<file path="src/rtl/ect_pkg.sv">
// Shared types, token codes and character constants for the expression tokenizer.
package ect_pkg;

    // Token kinds as they appear on token_kind.
    localparam logic [4:0] KIND_INT     = 5'd0;
    localparam logic [4:0] KIND_MINUS   = 5'd1;
    localparam logic [4:0] KIND_TILDE   = 5'd2;
    localparam logic [4:0] KIND_STAR    = 5'd3;
    localparam logic [4:0] KIND_SLASH   = 5'd4;
    localparam logic [4:0] KIND_PERCENT = 5'd5;
    localparam logic [4:0] KIND_SHL     = 5'd6;
    localparam logic [4:0] KIND_SHR     = 5'd7;
    localparam logic [4:0] KIND_AND     = 5'd8;
    localparam logic [4:0] KIND_PLUS    = 5'd9;
    localparam logic [4:0] KIND_OR      = 5'd10;
    localparam logic [4:0] KIND_XOR     = 5'd11;
    localparam logic [4:0] KIND_POWER   = 5'd12;
    localparam logic [4:0] KIND_LPAREN  = 5'd13;
    localparam logic [4:0] KIND_RPAREN  = 5'd14;
    localparam logic [4:0] KIND_END     = 5'd15;
    localparam logic [4:0] KIND_INVALID = 5'd16;

    // Characters the lexer recognizes.
    localparam logic [7:0] CHAR_NUL     = 8'h00;
    localparam logic [7:0] CHAR_SPACE   = 8'h20;
    localparam logic [7:0] CHAR_ZERO    = 8'h30;
    localparam logic [7:0] CHAR_NINE    = 8'h39;
    localparam logic [7:0] CHAR_LT      = 8'h3C;
    localparam logic [7:0] CHAR_GT      = 8'h3E;
    localparam logic [7:0] CHAR_STAR    = 8'h2A;
    localparam logic [7:0] CHAR_MINUS   = 8'h2D;
    localparam logic [7:0] CHAR_TILDE   = 8'h7E;
    localparam logic [7:0] CHAR_SLASH   = 8'h2F;
    localparam logic [7:0] CHAR_PERCENT = 8'h25;
    localparam logic [7:0] CHAR_AND     = 8'h26;
    localparam logic [7:0] CHAR_PLUS    = 8'h2B;
    localparam logic [7:0] CHAR_OR      = 8'h7C;
    localparam logic [7:0] CHAR_XOR     = 8'h5E;
    localparam logic [7:0] CHAR_LPAREN  = 8'h28;
    localparam logic [7:0] CHAR_RPAREN  = 8'h29;

    // Token queue between the front and the back.
    localparam int FIFO_DEPTH = 4;
    localparam int FIFO_PTR_W = 2;
    localparam int FIFO_CNT_W = 3;

    // First character held while waiting for a possible second one.
    typedef enum logic [3:0] {
        HOLD_NONE = 4'b0001,
        HOLD_LT   = 4'b0010,
        HOLD_GT   = 4'b0100,
        HOLD_STAR = 4'b1000
    } hold_t;

    // One token; only the first token of a character can be an integer.
    typedef struct packed {
        logic [4:0]  kind;
        logic [63:0] value;
        logic [7:0]  bad;
    } tok_t;

    // All tokens caused by one character: one or two.
    typedef struct packed {
        logic       two;
        tok_t       tok0;
        logic [4:0] kind1;
        logic [7:0] bad1;
    } entry_t;

    // Lexer state flags reported by the front.
    typedef struct packed {
        logic in_number;
        logic holding;
    } front_stat_t;

    // Outcome of lexing a character with nothing open.
    typedef struct packed {
        logic       emit;
        logic [4:0] kind;
        logic [7:0] bad;
        hold_t      hold;
        logic       start_num;
    } fresh_t;

    function automatic fresh_t lex_fresh(input logic [7:0] c);
        fresh_t f;
        f.emit      = 1'b1;
        f.kind      = KIND_INVALID;
        f.bad       = 8'd0;
        f.hold      = HOLD_NONE;
        f.start_num = 1'b0;
        case (c) inside
            [CHAR_ZERO:CHAR_NINE]:
            begin
                f.emit      = 1'b0;
                f.start_num = 1'b1;
            end
            CHAR_SPACE:   f.emit = 1'b0;
            CHAR_LT:
            begin
                f.emit = 1'b0;
                f.hold = HOLD_LT;
            end
            CHAR_GT:
            begin
                f.emit = 1'b0;
                f.hold = HOLD_GT;
            end
            CHAR_STAR:
            begin
                f.emit = 1'b0;
                f.hold = HOLD_STAR;
            end
            CHAR_MINUS:   f.kind = KIND_MINUS;
            CHAR_TILDE:   f.kind = KIND_TILDE;
            CHAR_SLASH:   f.kind = KIND_SLASH;
            CHAR_PERCENT: f.kind = KIND_PERCENT;
            CHAR_AND:     f.kind = KIND_AND;
            CHAR_PLUS:    f.kind = KIND_PLUS;
            CHAR_OR:      f.kind = KIND_OR;
            CHAR_XOR:     f.kind = KIND_XOR;
            CHAR_LPAREN:  f.kind = KIND_LPAREN;
            CHAR_RPAREN:  f.kind = KIND_RPAREN;
            CHAR_NUL:     f.kind = KIND_END;
            default:      f.bad = c;
        endcase
        return f;
    endfunction

endpackage

</file>
<file path="src/rtl/ect_front.sv">
// Front end: takes characters, keeps the lexer state and forms the tokens of each character.
module ect_front
    import ect_pkg::*;
(
    input  logic        clk,
    input  logic        rst_n,
    input  logic        push,
    output logic        full,
    input  logic [7:0]  char_in,
    input  logic        fifo_full,
    output logic        fifo_push,
    output entry_t      fifo_data,
    output front_stat_t stat
);

    logic [63:0] accum_reg;
    logic [63:0] accum_next;
    logic        in_number_reg;
    logic        in_number_next;
    hold_t       hold_reg;
    hold_t       hold_next;

    logic        accept;
    logic        is_digit;
    logic [63:0] digit;
    fresh_t      fresh;
    logic        has0;
    logic        has1;
    entry_t      entry;

    assign full   = fifo_full;
    assign accept = push && !fifo_full;

    assign is_digit = (char_in >= CHAR_ZERO) && (char_in <= CHAR_NINE);
    assign digit    = {60'd0, char_in[3:0]};
    assign fresh    = lex_fresh(char_in);

    // Decide the tokens and the next lexer state for the current character.
    always_comb
    begin
        has0           = 1'b0;
        has1           = 1'b0;
        entry          = '0;
        accum_next     = accum_reg;
        in_number_next = in_number_reg;
        hold_next      = hold_reg;

        if (in_number_reg && is_digit)
        begin
            accum_next = (accum_reg << 3) + (accum_reg << 1) + digit;
        end
        else if (in_number_reg || (hold_reg != HOLD_NONE))
        begin
            // Close the open number or held first character.
            has0 = 1'b1;
            in_number_next = 1'b0;
            hold_next = HOLD_NONE;
            if (in_number_reg)
            begin
                entry.tok0.kind  = KIND_INT;
                entry.tok0.value = accum_reg;
                has1 = fresh.emit;
            end
            else
            begin
                case (hold_reg)
                    HOLD_LT:
                    begin
                        if (char_in == CHAR_LT)
                        begin
                            entry.tok0.kind = KIND_SHL;
                        end
                        else
                        begin
                            entry.tok0.kind = KIND_INVALID;
                            entry.tok0.bad  = CHAR_LT;
                            has1 = fresh.emit;
                        end
                    end
                    HOLD_GT:
                    begin
                        if (char_in == CHAR_GT)
                        begin
                            entry.tok0.kind = KIND_SHR;
                        end
                        else
                        begin
                            entry.tok0.kind = KIND_INVALID;
                            entry.tok0.bad  = CHAR_GT;
                            has1 = fresh.emit;
                        end
                    end
                    default:
                    begin
                        if (char_in == CHAR_STAR)
                        begin
                            entry.tok0.kind = KIND_POWER;
                        end
                        else
                        begin
                            entry.tok0.kind = KIND_STAR;
                            has1 = fresh.emit;
                        end
                    end
                endcase
            end
            // The character itself is lexed fresh unless it completed a pair.
            if (in_number_reg || has1 || (entry.tok0.kind == KIND_INVALID)
                || (entry.tok0.kind == KIND_STAR))
            begin
                in_number_next = fresh.start_num;
                hold_next      = fresh.hold;
                if (fresh.start_num)
                begin
                    accum_next = digit;
                end
            end
            entry.two   = has1;
            entry.kind1 = fresh.kind;
            entry.bad1  = fresh.bad;
        end
        else
        begin
            has0 = fresh.emit;
            entry.tok0.kind = fresh.kind;
            entry.tok0.bad  = fresh.bad;
            in_number_next  = fresh.start_num;
            hold_next       = fresh.hold;
            if (fresh.start_num)
            begin
                accum_next = digit;
            end
        end
    end

    assign fifo_push = accept && has0;
    assign fifo_data = entry;

    // Lexer state advances on every accepted character.
    always_ff @(posedge clk or negedge rst_n)
    begin
        if (!rst_n)
        begin
            accum_reg     <= '0;
            in_number_reg <= 1'b0;
            hold_reg      <= HOLD_NONE;
        end
        else if (accept)
        begin
            accum_reg     <= accum_next;
            in_number_reg <= in_number_next;
            hold_reg      <= hold_next;
        end
    end

    assign stat.in_number = in_number_reg;
    assign stat.holding   = (hold_reg != HOLD_NONE);

endmodule

</file>
<file path="src/rtl/ect_fifo.sv">
// Short queue of per-character token groups between the front and the back.
module ect_fifo
    import ect_pkg::*;
(
    input  logic   clk,
    input  logic   rst_n,
    input  logic   wr_en,
    input  entry_t wr_data,
    output logic   full,
    input  logic   rd_en,
    output entry_t rd_data,
    output logic   empty
);

    entry_t                mem_reg [FIFO_DEPTH];
    logic [FIFO_PTR_W-1:0] wr_ptr_reg;
    logic [FIFO_PTR_W-1:0] rd_ptr_reg;
    logic [FIFO_CNT_W-1:0] count_reg;
    logic                  do_wr;
    logic                  do_rd;

    assign full    = (count_reg == FIFO_CNT_W'(FIFO_DEPTH));
    assign empty   = (count_reg == '0);
    assign do_wr   = wr_en && !full;
    assign do_rd   = rd_en && !empty;
    assign rd_data = mem_reg[rd_ptr_reg];

    // Storage write.
    always_ff @(posedge clk)
    begin
        if (do_wr)
        begin
            mem_reg[wr_ptr_reg] <= wr_data;
        end
    end

    // Pointers and occupancy.
    always_ff @(posedge clk or negedge rst_n)
    begin
        if (!rst_n)
        begin
            wr_ptr_reg <= '0;
            rd_ptr_reg <= '0;
            count_reg  <= '0;
        end
        else
        begin
            if (do_wr)
            begin
                wr_ptr_reg <= wr_ptr_reg + 1'b1;
            end
            if (do_rd)
            begin
                rd_ptr_reg <= rd_ptr_reg + 1'b1;
            end
            if (do_wr && !do_rd)
            begin
                count_reg <= count_reg + 1'b1;
            end
            else if (do_rd && !do_wr)
            begin
                count_reg <= count_reg - 1'b1;
            end
        end
    end

endmodule

</file>
<file path="src/rtl/ect_drain.sv">
// Back end: holds one token group and presents its tokens one per transfer.
module ect_drain
    import ect_pkg::*;
(
    input  logic        clk,
    input  logic        rst_n,
    input  logic        fifo_empty,
    input  entry_t      fifo_data,
    output logic        fifo_pop,
    output logic        empty,
    input  logic        pop,
    output logic [4:0]  token_kind,
    output logic [63:0] int_value,
    output logic [7:0]  bad_char,
    output logic        last_of_run
);

    entry_t cur_reg;
    logic   valid_reg;
    logic   phase_reg;
    logic   take;
    logic   last;
    logic   load;

    assign last     = phase_reg || !cur_reg.two;
    assign take     = valid_reg && pop;
    assign load     = !valid_reg || (take && last);
    assign fifo_pop = load && !fifo_empty;

    // Payload of the group being delivered.
    always_ff @(posedge clk)
    begin
        if (fifo_pop)
        begin
            cur_reg <= fifo_data;
        end
    end

    // Occupancy and position within the group.
    always_ff @(posedge clk or negedge rst_n)
    begin
        if (!rst_n)
        begin
            valid_reg <= 1'b0;
            phase_reg <= 1'b0;
        end
        else if (load)
        begin
            valid_reg <= !fifo_empty;
            phase_reg <= 1'b0;
        end
        else if (take)
        begin
            phase_reg <= 1'b1;
        end
    end

    // Select the token on the result ports.
    assign empty       = !valid_reg;
    assign token_kind  = phase_reg ? cur_reg.kind1 : cur_reg.tok0.kind;
    assign int_value   = phase_reg ? 64'd0 : cur_reg.tok0.value;
    assign bad_char    = phase_reg ? cur_reg.bad1 : cur_reg.tok0.bad;
    assign last_of_run = last;

endmodule

</file>
<file path="src/rtl/expression_char_tokenizer.sv">
// Top level of the expression tokenizer: front end, token queue and back end.
//
// Channel   Direction  Handshake     Payload
// input     in         push / full   char_in
// result    out        pop / empty   token_kind, int_value, bad_char, last_of_run
//
// A character is taken every cycle while the four-entry token queue has room; the
// front end decides its tokens in the same cycle with one 64-bit multiply-by-ten add.
// A character that causes two tokens holds the back end for two result transfers,
// so the sustained rate is one character per cycle when each gives at most one token.
// Reset clears the lexer state, the queue and the output stage; no pass is needed.
// A stalled result side fills the queue and then raises full.
module expression_char_tokenizer
    import ect_pkg::*;
(
    input  logic        clk,
    input  logic        rst_n,
    input  logic        push,
    output logic        full,
    input  logic [7:0]  char_in,
    output logic        empty,
    input  logic        pop,
    output logic [4:0]  token_kind,
    output logic [63:0] int_value,
    output logic [7:0]  bad_char,
    output logic        last_of_run
);

    logic        fifo_push;
    entry_t      fifo_wdata;
    logic        fifo_full;
    logic        fifo_pop;
    entry_t      fifo_rdata;
    logic        fifo_empty;
    front_stat_t stat;

    ect_front u_front (
        .clk       (clk),
        .rst_n     (rst_n),
        .push      (push),
        .full      (full),
        .char_in   (char_in),
        .fifo_full (fifo_full),
        .fifo_push (fifo_push),
        .fifo_data (fifo_wdata),
        .stat      (stat)
    );

    ect_fifo u_fifo (
        .clk     (clk),
        .rst_n   (rst_n),
        .wr_en   (fifo_push),
        .wr_data (fifo_wdata),
        .full    (fifo_full),
        .rd_en   (fifo_pop),
        .rd_data (fifo_rdata),
        .empty   (fifo_empty)
    );

    ect_drain u_drain (
        .clk         (clk),
        .rst_n       (rst_n),
        .fifo_empty  (fifo_empty),
        .fifo_data   (fifo_rdata),
        .fifo_pop    (fifo_pop),
        .empty       (empty),
        .pop         (pop),
        .token_kind  (token_kind),
        .int_value   (int_value),
        .bad_char    (bad_char),
        .last_of_run (last_of_run)
    );

`ifndef SYNTHESIS
    // An open number and a held first character never coexist.
    assert property (@(posedge clk) disable iff (!rst_n)
        !(stat.in_number && stat.holding))
        else $error("number run and held character both open");

    // The front never pushes into a full queue.
    assert property (@(posedge clk) disable iff (!rst_n)
        !(fifo_push && fifo_full))
        else $error("token group pushed into a full queue");

    // A token that is not last is followed at once by the rest of its group.
    assert property (@(posedge clk) disable iff (!rst_n)
        (!empty && pop && !last_of_run) |=> !empty)
        else $error("second token of a group went missing");
`endif

endmodule
</file>
<file path="config.mk">
export PLATFORM = sky130hd
export DESIGN_NAME = expression_char_tokenizer
export DESIGN_NICKNAME = d
export VERILOG_FILES = /design/src/rtl/ect_pkg.sv /design/src/rtl/ect_front.sv /design/src/rtl/ect_fifo.sv /design/src/rtl/ect_drain.sv /design/src/rtl/expression_char_tokenizer.sv
export SDC_FILE = /design/constraint.sdc
export NUM_CORES = 1
export LEC_CHECK = 0
export ABC_AREA = 1
export BUFFER_PORTS_ARGS = -buffer_cell sky130_fd_sc_hd__buf_2
export CAP_MARGIN = 20
export CORE_MARGIN = 1
export CORE_UTILIZATION = 50
export CTS_CLUSTER_SIZE = 16
export DETAILED_ROUTE_END_ITERATION = 12
export GPL_ROUTABILITY_DRIVEN = 0
export PLACE_DENSITY = 0.77
export SLEW_MARGIN = 20
export SYNTH_ARGS = -nofsm -noshare
export SYNTH_HDL_FRONTEND = slang
export SYNTH_SLANG_ARGS = --single-unit
export TNS_END_PERCENT = 10
</file>
<file path="constraint.sdc">
create_clock -name clk -period 6.8 [get_ports clk]
set_input_delay 0 -clock clk [delete_from_list [all_inputs] [get_ports clk]]
set_output_delay 0 -clock clk [all_outputs]
set_load 0.01 [all_outputs]
</file>
Yosys cells after proc, flatten, opt, wreduce, memory -nomap -nowiden
Memory sizes are Yosys's and may differ from the RTL's. A register that Yosys moved wholly into a read port is not among the register bits.
Cells that the tools add are included.
- bits in registers: 78
- RAM bits: 364
- bits of input ports: 12
- output and inout port bits: 80
- logic and storage cells: 155
- memories: 1
- add/subtract/negate cells: 6
- magnitude comparators: 2
- equal/unequal tests: 21
- multiplexer cells: 87
- bitwise operators: 1
- reductions and logical operators: 29
- memory list (memory ; depth ; bits a word ; rd ports ; clocked after Yosys merged registers in ; write ports ; RTL line ; text):
    u_fifo.mem_reg ; 4 ; 91 ; 1 ; 1 ; 1 ; ect_fifo.sv:15 ; entry_t mem_reg [FIFO_DEPTH];
- operators with widths (cell ; count):
    two-way mux 64 bit ; 7
    two-way mux 8 bit ; 19
    two-way mux 5 bit ; 23
    two-way mux 91 bit ; 1
    == test 8 x 6 -> 1 bit (second input constant) ; 11
    adder 64 x 4 -> 64 bit ; 1
    adder 64 bit ; 1
    two-way mux 4 bit ; 8
    == test 8 x 7 -> 1 bit (second input constant) ; 3
    two-way mux 1 bit ; 21
    case mux 8 bit (2 select lines) ; 1
    two-way mux 13 bit ; 1
    two-way mux 6 bit ; 2
    logical AND 1 bit ; 11
    case mux 5 bit (2 select lines) ; 1
    greater-or-equal comparator 8 x 6 -> 1 bit (second input constant) ; 1
    <= comparator 8 x 6 -> 1 bit (second input constant) ; 1
    logical NOT 8 bit ; 1
    logical NOT 1 bit ; 6
    logical OR 1 bit ; 6
    two-way mux 3 bit ; 2
    == test 5 x 2 -> 1 bit (second input constant) ; 1
    == test 5 bit (second input constant) ; 1
    adder 2 x 1 -> 2 bit (second input constant) ; 2
    12 further kinds ; 14

Depth between registers and ports, before layout
Gate-level depths: netlist of the first run.
- depth in word-level cells: 19
- gate-level depth with buffers: 17
- depth with buffers taken out: 17

By module
Synthesis of the first run repeated with hierarchy kept, for this count alone.
- cell total of the unflattened synthesis: 3253
- area, all modules: 28713.8 um^2
- by module, submodules not included (module ; times used ; cells each ; area each (um^2) ; seq. area each (um^2)):
    ect_fifo ; 1 ; 1123 ; 14975.6 ; 11105.7
    ect_front ; 1 ; 1851 ; 10213.5 ; 1727.9
    ect_drain ; 1 ; 279 ; 3524.6 ; 2782.7

Worst setup path before layout of the first run
No wires, ideal clock.
- path kind: register to register
- start point: reg u_fifo.count_reg[0]
- end point: mem u_fifo.mem_reg[0][0] (netlist name), enable pin
- library setup time: 0.541 ns
- arrival time: 4.807 ns
- data required time: 6.259 ns
- setup slack: 1.451 ns
- cell stages (with the launch flop): 8
- buffers on the path: 0
- clock period less this slack: 5.349 ns
- cell sequence: dfrtp_1 -> or2_2 -> o21ai_0 -> inv_1 -> nand2_2 -> inv_2 -> nand2_2 -> nor2_1
- word-level cells in the longest chain between the ends: 7
- ends and longest elaborated chain (element ; RTL line ; text):
    start: declaration ; ect_fifo.sv:18 ; logic [FIFO_CNT_W-1:0] count_reg;
    start signal: assignment ; ect_fifo.sv:58 ; count_reg <= count_reg + 1'b1;
    start signal: assignment ; ect_fifo.sv:62 ; count_reg <= count_reg - 1'b1;
    == test 3 bit (*) ; ect_fifo.sv:22 ; assign full = (count_reg == FIFO_CNT_W'(FIFO_DEPTH));
    logical NOT 1 bit (*) ; ect_front.sv:32, ect_fifo.sv:24 ;
    logical AND 1 bit ; ect_front.sv:32 ; assign accept = push && !fifo_full;
    logical AND 1 bit ; ect_front.sv:136 ; assign fifo_push = accept && has0;
    logical AND 1 bit (*) ; ect_fifo.sv:24 ; assign do_wr = wr_en && !full;
    two-way mux 1 bit (*) ; ect_fifo.sv:31 ; if (do_wr)
    two-way mux 1 bit (implied by the code) (*) ; ect_fifo.sv:33 ; mem_reg[wr_ptr_reg] <= wr_data;
    end: declaration ; ect_fifo.sv:15 ;
Every way passes the cells marked *; elsewhere a longest branch is shown, timed or not.

Final worst setup path of the first run
- start point: in char_in[2]
- end point: mem u_fifo.mem_reg[3][35] (netlist name), enable pin
- word-level cells in the longest chain between the ends: 12
- elaborated cells between the ends (all ways): 19
- classes of those cells: 2 x order compare; 4 x eq/ne; 9 x mux; 4 x reduce/logical
- ends and longest elaborated chain (element ; RTL line ; text):
    start: declaration ; expression_char_tokenizer.sv:20 ; input logic [7:0] char_in,
    == test 8 x 6 -> 1 bit ; ect_front.sv:36 ; assign fresh = lex_fresh(char_in);
    two-way mux 1 bit (5 in a row) ; ect_pkg.sv:92 ; case (c) inside
    two-way mux 1 bit ; ect_front.sv:52 ; else if (in_number_reg || (hold_reg != HOLD_NONE))
    two-way mux 1 bit (*) ; ect_front.sv:48 ; if (in_number_reg && is_digit)
    logical AND 1 bit (*) ; ect_front.sv:136 ;
    logical AND 1 bit (*) ; ect_fifo.sv:24 ;
    two-way mux 1 bit (*) ; ect_fifo.sv:31 ;
    two-way mux 1 bit (implied by the code) (*) ; ect_fifo.sv:33 ;
Marked as above.

==> run summary, run 1 <==
======================================================================================
Overall routing resource usage ..........................................       24.07%
Power share of the clock group ..........................................        25.2%
Worst R2R Path Depth ....................................................            4
Cell count after synthesis ..............................................         3059
Share of the yosys chip area belonging to registers .....................       56.95%
Worst-path clk slew .....................................................        60 ps
Remaining global-route overflow .........................................            0
Final clock skew ........................................................     30.07 ps
Width of the chip .......................................................     236.2 µm
Syn. warnings ...........................................................            0
RSZ-0062 raised after global routing ....................................        false
Mean routed wirelength per cell .........................................     17.37 µm
Library cell contributing the largest single delay on the critical path . sky130_fd_sc_hd__buf_4
Share of the clock period used by the worst path ........................       52.96%
Sw Share ................................................................       35.77%
Post-synthesis register bit count .......................................          533
Maximum fanout encountered on the critical timing path ..................           51
Total of hold buffers inserted after clock tree synthesis ...............           13
Number of hold-slack violations in the final timing report ..............            0
Cell family with the largest share of critical-path delay ............... buffers and inverters
Switching power total ...................................................     4.050 mW
Data arrival, critical path .............................................      3830 ps
Path type of the worst setup path ....................................... input pin to flop
Pre-antenna DRT Iters ...................................................            6
Overall power of the completed layout ...................................     11.32 mW
Wire length of the first global-routing pass ............................     105.7 mm
Critical path depth .....................................................           13
Starting DRT DRC Count ..................................................         2238
TritonCTS clock tree ....................................................          yes
Layout fillers ..........................................................         4543
Area growth, synth to finish ............................................       10.74%
Relative contribution of sequential cells to total power ................        44.1%
Fmax ....................................................................   0.2777 GHz
Delay contributed by the slowest stage of the critical path .............       660 ps
Uppermost metal layer occupied by signal nets ...........................         met5
Longest Clk Path Bufs ...................................................            3
Vias in the first global route ..........................................        19910
Post-DR vias/cell .......................................................        5.436
Number of remaining DRC errors ..........................................            0
Main flop type after synthesis .......................................... sky130_fd_sc_hd__edfxtp_1
Buffers and inverters on the worst path .................................            6
Final core occ ..........................................................       56.20%
DIE AREA ................................................................  0.05578 mm²
Root Buffer Master ...................................................... sky130_fd_sc_hd__clkbuf_16
Detailed route wirelength on metal2 .....................................     31.97 mm
Die height ..............................................................     236.2 µm
Average size of a mapped cell ...........................................    8.964 µm²
Cts bufs inserted .......................................................           51
Ratio of cells with drive above 1 in the final layout ...................       7.329%
Max VDD drop ............................................................    0.3613 mV
Worst hold slack ........................................................     95.75 ps
Detailed-route wire length ..............................................     67.30 mm
Pwr per Cell Area ....................................................... 372.9 mW/mm²
Routed metal-1 wirelength ...............................................     28.40 mm
Worst rel slew slack ....................................................       27.07%
Pin count of the biggest net entering global routing ....................          106
Initial Util ............................................................       50.75%
Ys async rst share ......................................................       14.63%
Static Leakage ..........................................................     13.84 nW
Count of flip-flops with a built-in enable after synthesis ..............          455
Synth Cell Area .........................................................  0.02742 mm²
Flip-flop count of the largest register after layout ....................          364
CP most frequent cell ................................................... sky130_fd_sc_hd__nand2_2
Status .................................................................. finished, final reports clean
Final-report setup violation count ......................................            0
Count of cell types in the netlist ......................................           43
Internal power summed over all cells ....................................     7.273 mW
R2R Path End ............................................................ u_drain.cur_reg[61]$_DFFE_PP_
Final count of pins violating max slew ..................................            0
Total negative setup slack ..............................................         0 ps
Setup slack, reg-to-reg .................................................      3540 ps
CORE AREA ...............................................................  0.05403 mm²
Number of post-CTS setup repair buffers .................................            0
Startpoint of the worst-slack reg-to-reg timing path .................... u_fifo.rd_ptr_reg[0]$_DFFE_PN0P_
Antenna violations before repair ........................................            1
Number of buffers inserted by port buffering ............................           91
Startpoint of the most critical setup path ..............................   char_in[2]
Critical path required time .............................................      7030 ps
Gate power share ........................................................        30.8%
Capturing instance or port of the critical path ......................... u_fifo.mem_reg[3][35]$_DFFE_PP_
Time the final worst path needs with I/O delays and setup ...............      3601 ps
Routed Antenna Nets .....................................................            0
Area of the multi-input gates ........................................... 0.009829 mm²
Total met3 wirelength after detailed routing ............................     5.104 mm
Net count reported at finish ............................................         3279
Crit start category .....................................................    input pin
Path category of the worst min-delay check .............................. input pin to flop
Slew at the pin with the worst max-slew slack ...........................      1094 ps
Half-perimeter wire length after placement ..............................     45.40 mm
Area taken by flip-flops and latches ....................................  0.01562 mm²
Ant. Diodes .............................................................            0
Post-cts sizing count ...................................................            0
Number of standard-cell rows in the floorplan ...........................           85
DR vias .................................................................        21070
IO Pins .................................................................           92
Kind of end point of the critical path ..................................         flop
# Max-Cap Violations ....................................................            0
Clock latency of the later-clocked register in the worst-skew pair ......       620 ps
Mapped Nets .............................................................         3201
H-Tree Depth ............................................................            2
# clock sinks ...........................................................          533
Series of cell instances along the critical path ........................ dlygate4sd3_1, buf_2, inv_1, nand2_1, o211ai_2, nand2_2, inv_2, nand2_4, nand2_2, inv_2, nand2_2, nor2_4, buf_4
======================================================================================
area by class of cell:
cell class / count / area share, %
clock buffers: 57 / 4.277
clock inverters: 38 / 1.257
inverters: 427 / 5.303
multi-input cells: 2001 / 32.37
flip-flops and latches: 533 / 51.45
well taps: 696 / 2.868
repair buffers: 123 / 2.472
cells by family after synthesis:
family | count (synthesis) | synth area share [%]
AO/OA/AOI/OAI | 402 | 7.935
XOR/XNOR | 16 | 0.5111
adder cells (fa/ha/maj) | 130 | 6.014
buffers and inverters | 525 | 7.333
flip-flops | 533 | 56.95
multiplexers | 1 | 0.04106
AND/OR/NAND/NOR | 1452 | 21.21
layout by cell type (no fill, tap or decap), types with 73 or more instances in the layout:
cell / instances
sky130_fd_sc_hd__nand3_1: 120
sky130_fd_sc_hd__ha_1: 127
sky130_fd_sc_hd__inv_1: 419
sky130_fd_sc_hd__nand2_1: 795
sky130_fd_sc_hd__buf_2: 90
sky130_fd_sc_hd__o21ai_0: 235
sky130_fd_sc_hd__dfrtp_1: 73
sky130_fd_sc_hd__edfxtp_1: 455
sky130_fd_sc_hd__nor2_1: 455
sky130_fd_sc_hd__o22ai_1: 91
per-stage QoR:
step	area (µm²)	instances	setup slack, ps
after floorplan	27420	3059	1451
after global routing	30370	3875	2907
after detailed placement	28550	3767	3140
after CTS	30370	3875	3218
after global placement	28530	3766	3118
final	30370	3875	3199
cell usage after synthesis, drive strengths merged, types with 2 or more instances:
library cell,count,share of area (%)
a21oi,56,1.0
and3,2,0.046
buf,15,0.34
clkbuf,83,1.1
dfrtp,77,7.0
edfxtp,455,50
fa,3,0.22
ha,127,5.8
inv,426,5.8
nand2,799,11
nand3,121,2.2
nand3b,7,0.19
nand4,21,0.48
nor2,463,6.5
nor3,20,0.38
nor4,4,0.091
o21ai,237,4.3
o21bai,6,0.16
o22ai,91,2.1
o31ai,9,0.25
or2,14,0.32
xnor2,8,0.26
xor2,8,0.26
how the worst min path moves through the flow:
stage           from                                end  slack (ps)  depth (start not counted)
2_1_floorplan  rst_n      u_drain.phase_reg$_DFFE_PN0P_        -300                          0
3_3_place_gp   rst_n  u_front.accum_reg[52]$_DFFE_PN0P_        -110                          1
3_5_place_dp   rst_n  u_front.accum_reg[52]$_DFFE_PN0P_        -110                          1
4_1_cts         push    u_front.hold_reg[3]$_DFFE_PN0P_          70                          5
5_1_grt         push    u_front.hold_reg[3]$_DFFE_PN0P_         120                          5
6_report        push    u_front.hold_reg[3]$_DFFE_PN0P_         100                          5
power groups by stage:
| stage | clock [mW] | combinational (mW) | sequential [mW] |
|---|---|---|---|
| after floorplan | 0 | 2.35 | 4.94 |
| after global placement | 0 | 3.34 | 5.02 |
| after detailed placement | 0 | 3.45 | 5.04 |
| after CTS | 2.89 | 3.48 | 4.99 |
| after global routing | 3.00 | 3.84 | 5.06 |
| final | 2.85 | 3.48 | 4.99 |
per-layer routing:
metal	global-route usage, %	vias up
met5	0	-
met4	7.241	2
met3	3.967	140
met2	40.14	812
met1	32.32	9904
li1	-	10210
worst reg2reg max path: stages, from the launching register on:
cell	delay [ps]
sky130_fd_sc_hd__dfrtp_4	860
sky130_fd_sc_hd__inv_4	830
sky130_fd_sc_hd__buf_4	860
sky130_fd_sc_hd__o21ai_0	250
sky130_fd_sc_hd__o22ai_1	270
No activity file was read; power rests on OpenSTA's default activity.
==> run 2: changes to the inputs <==
==> constraint.sdc (replaced) <==
create_clock -name clk -period 3.35 [get_ports clk]
set_input_delay 0 -clock clk [delete_from_list [all_inputs] [get_ports clk]]
set_output_delay 0 -clock clk [all_outputs]
set_load 0.01 [all_outputs]
==> run 2 against run 1 <==
Effect of this change: sequential power is 100% higher; final cell count rose by 0.21%; final area is 0.32% higher; sequential share of layout area shrank 0.16 points; total power increased by 100%; combinational power up 110%; first-iteration DRC count is 2.5% lower; critical endpoint is now u_front.accum_reg[24]$_DFFE_PN0P_.
==> run summary, run 2 (synthesis results as in run 1) <==
=================================================================================
Leading cell types in the layout, fill and taps excluded ........... sky130_fd_sc_hd__nand2_1, sky130_fd_sc_hd__nor2_1, sky130_fd_sc_hd__edfxtp_1
Number of buffers inserted by port buffering .......................           91
Routed Antenna Nets ................................................            0
Number of remaining DRC errors .....................................            0
Clock latency of the later-clocked register in the worst-skew pair .       580 ps
Wire length of the first global-routing pass .......................     106.4 mm
Pin count of the biggest net entering global routing ...............          102
Final-report setup violation count .................................            0
DR vias ............................................................        21150
Path category of the worst min-delay check ......................... input pin to asynchronous set/reset pin
Worst-path clk slew ................................................        60 ps
Number of hold-slack violations in the final timing report .........            0
Fmax ...............................................................   0.3342 GHz
Critical path required time ........................................      3800 ps
Detailed-route wire length .........................................     67.20 mm
Area taken by flip-flops and latches ...............................  0.01562 mm²
Pre-CTS worst setup slack ..........................................     391.7 ps
Initial Util .......................................................       50.75%
Crit start category ................................................         flop
# clock sinks ......................................................          533
Die height .........................................................     236.2 µm
H-Tree Depth .......................................................            2
Worst rel slew slack ...............................................       27.28%
Number of post-CTS setup repair buffers ............................            0
Vias in the first global route .....................................        20340
Layout fillers .....................................................         4512
Overall routing resource usage .....................................       24.05%
Setup WS post-layout ...............................................     357.8 ps
Flip-flop count of the largest register after layout ...............          364
RSZ-0062 raised after global routing ...............................        false
Pwr per Cell Area .................................................. 752.9 mW/mm²
Static Leakage .....................................................     13.89 nW
Final clock skew ...................................................     14.02 ps
Area growth, synth to finish .......................................       11.09%
Pre-antenna DRT Iters ..............................................            8
Data arrival, critical path ........................................      3440 ps
Finished Layout Cells ..............................................         3883
Width of the chip ..................................................     236.2 µm
Slew at the pin with the worst max-slew slack ......................      1091 ps
Longest Clk Path Bufs ..............................................            3
Maximum fanout encountered on the critical timing path .............            6
CORE AREA ..........................................................  0.05403 mm²
Share of the clock period used by the worst path ...................       89.32%
Starting DRT DRC Count .............................................         2183
Cts bufs inserted ..................................................           50
Ratio of cells with drive above 1 in the final layout ..............       7.407%
Path type of the worst setup path .................................. flop to flop
DIE AREA ...........................................................  0.05578 mm²
Number of standard-cell rows in the floorplan ......................           85
Post-DR vias/cell ..................................................        5.447
Status ............................................................. finished, final reports clean
Root Buffer Master ................................................. sky130_fd_sc_hd__clkbuf_16
IO Pins ............................................................           92
Half-perimeter wire length after placement .........................     44.45 mm
Mean routed wirelength per cell ....................................     17.31 µm
Number of placed cells counting well taps ..........................         3775
# Max-Cap Violations ...............................................            0
Remaining global-route overflow ....................................            0
Antenna violations before repair ...................................            0
Kind of end point of the critical path .............................         flop
Final count of pins violating max slew .............................            0
Time the final worst path needs with I/O delays and setup ..........      2992 ps
Most common cell after layout, fill and taps aside ................. sky130_fd_sc_hd__nand2_1
Net count reported at finish .......................................         3286
Area of the multi-input gates ...................................... 0.009829 mm²
Max VDD drop .......................................................    0.8021 mV
TritonCTS clock tree ...............................................          yes
=================================================================================
[run 2: cell types whose count changed in the layout (fill, tap and decap cells not counted), sizes merged]
cell | before | now
buf | 110 | 118
clkbuf | 57 | 68
clkinv | 22 | 18
clkinvlp | 4 | 0
diode | 0 | 1
inv | 434 | 430
[run 2: critical path, stage by stage (launching register included)]
cell and delay [ps]:
sky130_fd_sc_hd__dfrtp_1 430, sky130_fd_sc_hd__fa_1 530, sky130_fd_sc_hd__fa_1 570, sky130_fd_sc_hd__nand3_1 110, sky130_fd_sc_hd__nand3_1 220, sky130_fd_sc_hd__nand2_1 130, sky130_fd_sc_hd__nand2_1 130, sky130_fd_sc_hd__nand2_1 120
sky130_fd_sc_hd__nand3_1 160, sky130_fd_sc_hd__or2_2 320, sky130_fd_sc_hd__nand3_1 70, sky130_fd_sc_hd__o21ai_0 70
[run 2: per-stage QoR]
step	utilization (%)	TNS [ps]	total power, mW	hold WS [ps]	cell area, µm²
2_1_floorplan	-	-176830	14.74	-295.6	27430
3_5_place_dp	53.07	0	17.28	168.5	28670
4_1_cts	56.38	0	23.00	133.7	30460
3_3_place_gp	53.07	0	17.06	162.7	28670
6_report	56.38	0	22.93	108.6	30460
5_1_grt	56.38	0	24.14	174.2	30460
[run 2: area by class of cell]
type / count / share of cell area [%]
clock buffers: 68 / 4.498
well taps: 696 / 2.859
multi-input cells: 2001 / 32.27
clock inverters: 26 / 0.9488
repair buffers: 131 / 2.842
inverters: 427 / 5.286
diodes: 1 / 0.008215
flip-flops and latches: 533 / 51.29
[run 2: worst paths after layout]
path	startpoint	end	slack, ps	depth (start not counted)
worst max register to register	u_front.accum_reg[0]$_DFFE_PN0P_	u_front.accum_reg[24]$_DFFE_PN0P_	360	11
max in group asynchronous	rst_n	u_front.accum_reg[7]$_DFFE_PN0P_	2320	3
worst min register to register	u_front.accum_reg[63]$_DFFE_PN0P_	u_front.accum_reg[63]$_DFFE_PN0P_	510	2
worst min-delay path	rst_n	u_front.accum_reg[46]$_DFFE_PN0P_	110	2
min in group clk	pop	u_drain.phase_reg$_DFFE_PN0P_	230	4
worst max-delay path	u_front.accum_reg[0]$_DFFE_PN0P_	u_front.accum_reg[24]$_DFFE_PN0P_	360	11
[run 2: metal layers]
metal | share of wire (%) | wire length (µm) | up-vias | GRT usage, %
met5 | 0 | 0 | - | 0
met4 | 3.1 | 2092 | 0 | 8.343
met3 | 6.7 | 4536 | 154 | 2.762
met2 | 49 | 32790 | 845 | 41.79
met1 | 41 | 27780 | 9929 | 31.20
li1 | - | - | 10220 | -
[run 2: power by group]
part	internal [mW]	switching (mW)
sequential	9.43	0.567
combinational	2.19	5.03
clock	3.28	2.43
[run 2: timing repair]
action	in CTS	in global routing
endpoints found under the hold margin	99	0
hold buffers	13	0
resized for setup	0	0
setup endpoints to repair	0	0
==> run 3: changes to the inputs <==
--- a/config.mk
+++ b/config.mk
@@ -6,16 +6,16 @@
 export NUM_CORES = 1
 export LEC_CHECK = 0
 export ABC_AREA = 1
-export BUFFER_PORTS_ARGS = -buffer_cell sky130_fd_sc_hd__buf_2
+export BUFFER_PORTS_ARGS = -buffer_cell sky130_fd_sc_hd__clkbuf_2
 export CAP_MARGIN = 20
 export CORE_MARGIN = 1
-export CORE_UTILIZATION = 50
+export CORE_UTILIZATION = 40
 export CTS_CLUSTER_SIZE = 16
 export DETAILED_ROUTE_END_ITERATION = 12
 export GPL_ROUTABILITY_DRIVEN = 0
-export PLACE_DENSITY = 0.77
+export PLACE_DENSITY = 0.66
 export SLEW_MARGIN = 20
 export SYNTH_ARGS = -nofsm -noshare
 export SYNTH_HDL_FRONTEND = slang
 export SYNTH_SLANG_ARGS = --single-unit
-export TNS_END_PERCENT = 10
+export TNS_END_PERCENT = 50
==> run 3 against run 2 <==
Effect of this change: clock skew grew 7.3 ps; register-to-register slack gained 50 ps; final cell count grew 4.6%; first-iteration DRC count shrank 21%; wire length grew 0.92%; clock-buffer cell count shrank 5; critical endpoint is now u_front.accum_reg[62]$_DFFE_PN0P_; critical path depth grew 1; highest routed layer is now met5.
==> run summary, run 3 (synthesis results as in run 1) <==
======================================================================================
Max VDD drop ............................................................    0.9358 mV
Pin count of the biggest net entering global routing ....................          184
Number of post-CTS setup repair buffers .................................            0
Number of placed cells counting well taps ...............................         3955
Number of standard-cell rows in the floorplan ...........................           95
Number of remaining DRC errors ..........................................            0
Net count reported at finish ............................................         3290
Cts bufs inserted .......................................................           51
Leading cell types in the layout, fill and taps excluded ................ sky130_fd_sc_hd__nand2_1, sky130_fd_sc_hd__nor2_1, sky130_fd_sc_hd__edfxtp_1
Final-report setup violation count ......................................            0
Vias in the first global route ..........................................        19640
Half-perimeter wire length after placement ..............................     45.46 mm
Library cell contributing the largest single delay on the critical path . sky130_fd_sc_hd__fa_1
H-Tree Depth ............................................................            2
Die height ..............................................................     263.8 µm
Number of buffers inserted by port buffering ............................           91
Worst rel slew slack ....................................................       42.11%
Area taken by flip-flops and latches ....................................  0.01562 mm²
DIE AREA ................................................................  0.06960 mm²
Path category of the worst min-delay check .............................. input pin to asynchronous set/reset pin
Routed Antenna Nets .....................................................            0
Total negative setup slack ..............................................         0 ps
# clock sinks ...........................................................          533
CORE AREA ...............................................................  0.06751 mm²
Pwr per Cell Area ....................................................... 742.2 mW/mm²
Area of the multi-input gates ........................................... 0.009829 mm²
Pre-antenna DRT Iters ...................................................            6
Worst hold slack ........................................................     41.64 ps
Setup WS post-layout ....................................................     404.8 ps
Root Buffer Master ...................................................... sky130_fd_sc_hd__clkbuf_16
Fmax ....................................................................   0.3395 GHz
Path type of the worst setup path ....................................... flop to flop
Width of the chip .......................................................     263.8 µm
Antenna violations before repair ........................................            1
Layout fillers ..........................................................         6374
Longest Clk Path Bufs ...................................................            3
R2R Path End ............................................................ u_front.accum_reg[62]$_DFFE_PN0P_
Most common cell after layout, fill and taps aside ...................... sky130_fd_sc_hd__nand2_1
Overall routing resource usage ..........................................       19.33%
Wire length of the first global-routing pass ............................     106.5 mm
Pre-CTS worst setup slack ...............................................     444.5 ps
Number of hold-slack violations in the final timing report ..............            0
Startpoint of the worst-slack reg-to-reg timing path .................... u_front.accum_reg[0]$_DFFE_PN0P_
Final clock skew ........................................................     21.29 ps
Crit start category .....................................................         flop
Worst-path clk slew .....................................................        60 ps
TritonCTS clock tree ....................................................          yes
Slew at the pin with the worst max-slew slack ...........................     859.3 ps
Worst R2R Path Depth ....................................................           12
CP most frequent cell ................................................... sky130_fd_sc_hd__nand3_1
Placed inst area ........................................................  0.02895 mm²
Initial Util ............................................................       40.61%
Share of the clock period used by the worst path ........................       87.92%
Area growth, synth to finish ............................................       12.01%
Starting DRT DRC Count ..................................................         1718
Ant. Diodes .............................................................            0
Post-DR vias/cell .......................................................        5.079
RSZ-0062 raised after global routing ....................................        false
Detailed-route wire length ..............................................     67.82 mm
Critical path required time .............................................      3820 ps
Maximum fanout encountered on the critical timing path ..................            6
Delay contributed by the slowest stage of the critical path .............       580 ps
Final count of pins violating max slew ..................................            0
DR vias .................................................................        20630
IO Pins .................................................................           92
Remaining global-route overflow .........................................            0
Finished Layout Cells ...................................................         4062
Status .................................................................. finished, final reports clean
Setup slack, reg-to-reg .................................................       400 ps
# Max-Cap Violations ....................................................            0
Time the final worst path needs with I/O delays and setup ...............      2945 ps
Mean routed wirelength per cell .........................................     16.70 µm
Static Leakage ..........................................................     13.89 nW
Data arrival, critical path .............................................      3420 ps
Series of cell instances along the critical path ........................ fa_1, fa_1, nand3_1, nand3_1, nand3_1, nand3_1, nand2_1, nand2_1, nand2_1, nand3_1, nand3_1, nand2_1
Clock latency of the later-clocked register in the worst-skew pair ......       600 ps
Ratio of cells with drive above 1 in the final layout ...................       7.589%
Flip-flop count of the largest register after layout ....................          364
Post-route cell area ....................................................  0.03071 mm²
Kind of end point of the critical path ..................................         flop
======================================================================================
-- run 3: changes by cell type in the layout (fill, tap and decap cells not counted), sizes merged, moves of 2 or more --
cell / before / now
buf: 118 / 32
clkbuf: 68 / 153
clkinvlp: 0 / 4
bufinv: 5 / 3
clkinv: 18 / 20
-- run 3: worst max-delay path by stage --
stage / startpoint / endpoint / slack (ps)
after detailed placement: u_front.accum_reg[0]$_DFFE_PN0P_ / u_front.accum_reg[26]$_DFFE_PN0P_ / 440
after floorplan: u_fifo.count_reg[0]$_DFFE_PN0P_ / u_fifo.mem_reg[0][0]$_DFFE_PP_ / -490
final: u_front.accum_reg[0]$_DFFE_PN0P_ / u_front.accum_reg[62]$_DFFE_PN0P_ / 400
after CTS: u_front.accum_reg[0]$_DFFE_PN0P_ / u_front.accum_reg[62]$_DFFE_PN0P_ / 430
after global placement: u_front.accum_reg[0]$_DFFE_PN0P_ / u_front.accum_reg[26]$_DFFE_PN0P_ / 460
after global routing: u_front.accum_reg[0]$_DFFE_PN0P_ / u_front.accum_reg[62]$_DFFE_PN0P_ / 210
-- run 3: worst max-delay path, delay by kind of cell, from the launching register on --
| kind | cells | cell delay (ps) |
|---|---|---|
| flip-flops | 1 | 420 |
| adder cells (fa/ha/maj) | 2 | 1110 |
| AND/OR/NAND/NOR | 10 | 1300 |
-- run 3: power by group --
part	total [mW]	internal (mW)	switching (mW)	leakage [nW]
sequential	9.92	9.42	0.495	5.36
clock	5.60	3.14	2.46	0.788
combinational	7.27	2.19	5.08	7.74
total	22.8	14.8	8.04	13.9
-- run 3: final cells by class --
cell class	instances	share of cell area, %
clock buffer	63	4.440
clock inverter	31	0.8432
timing repair buffer	134	3.047
sequential	533	50.87
inverter	427	5.243
multi-input combinational	2001	32.00
tap	873	3.556
-- run 3: timing repair --
action | 4_1_cts | 5_1_grt
resized for setup | 0 | 0
hold buffers | 13 | 0
endpoints found under the hold margin | 126 | 0
-- run 3: through the flow --
step	power [mW]	utilization, %
after global routing	24.12	45.49
final	22.79	45.49
after global placement	17.25	42.88
after CTS	23.01	45.49
after floorplan	14.74	-
after detailed placement	17.37	42.88
-- run 3: per-layer routing --
layer	part of all wire (%)	global-route usage (%)	vias to the layer above
met5	0.025	0	-
met3	4.9	2.237	115
met4	2.9	6.600	2
met2	48	32.96	527
li1	-	-	10240
met1	44	25.51	9749
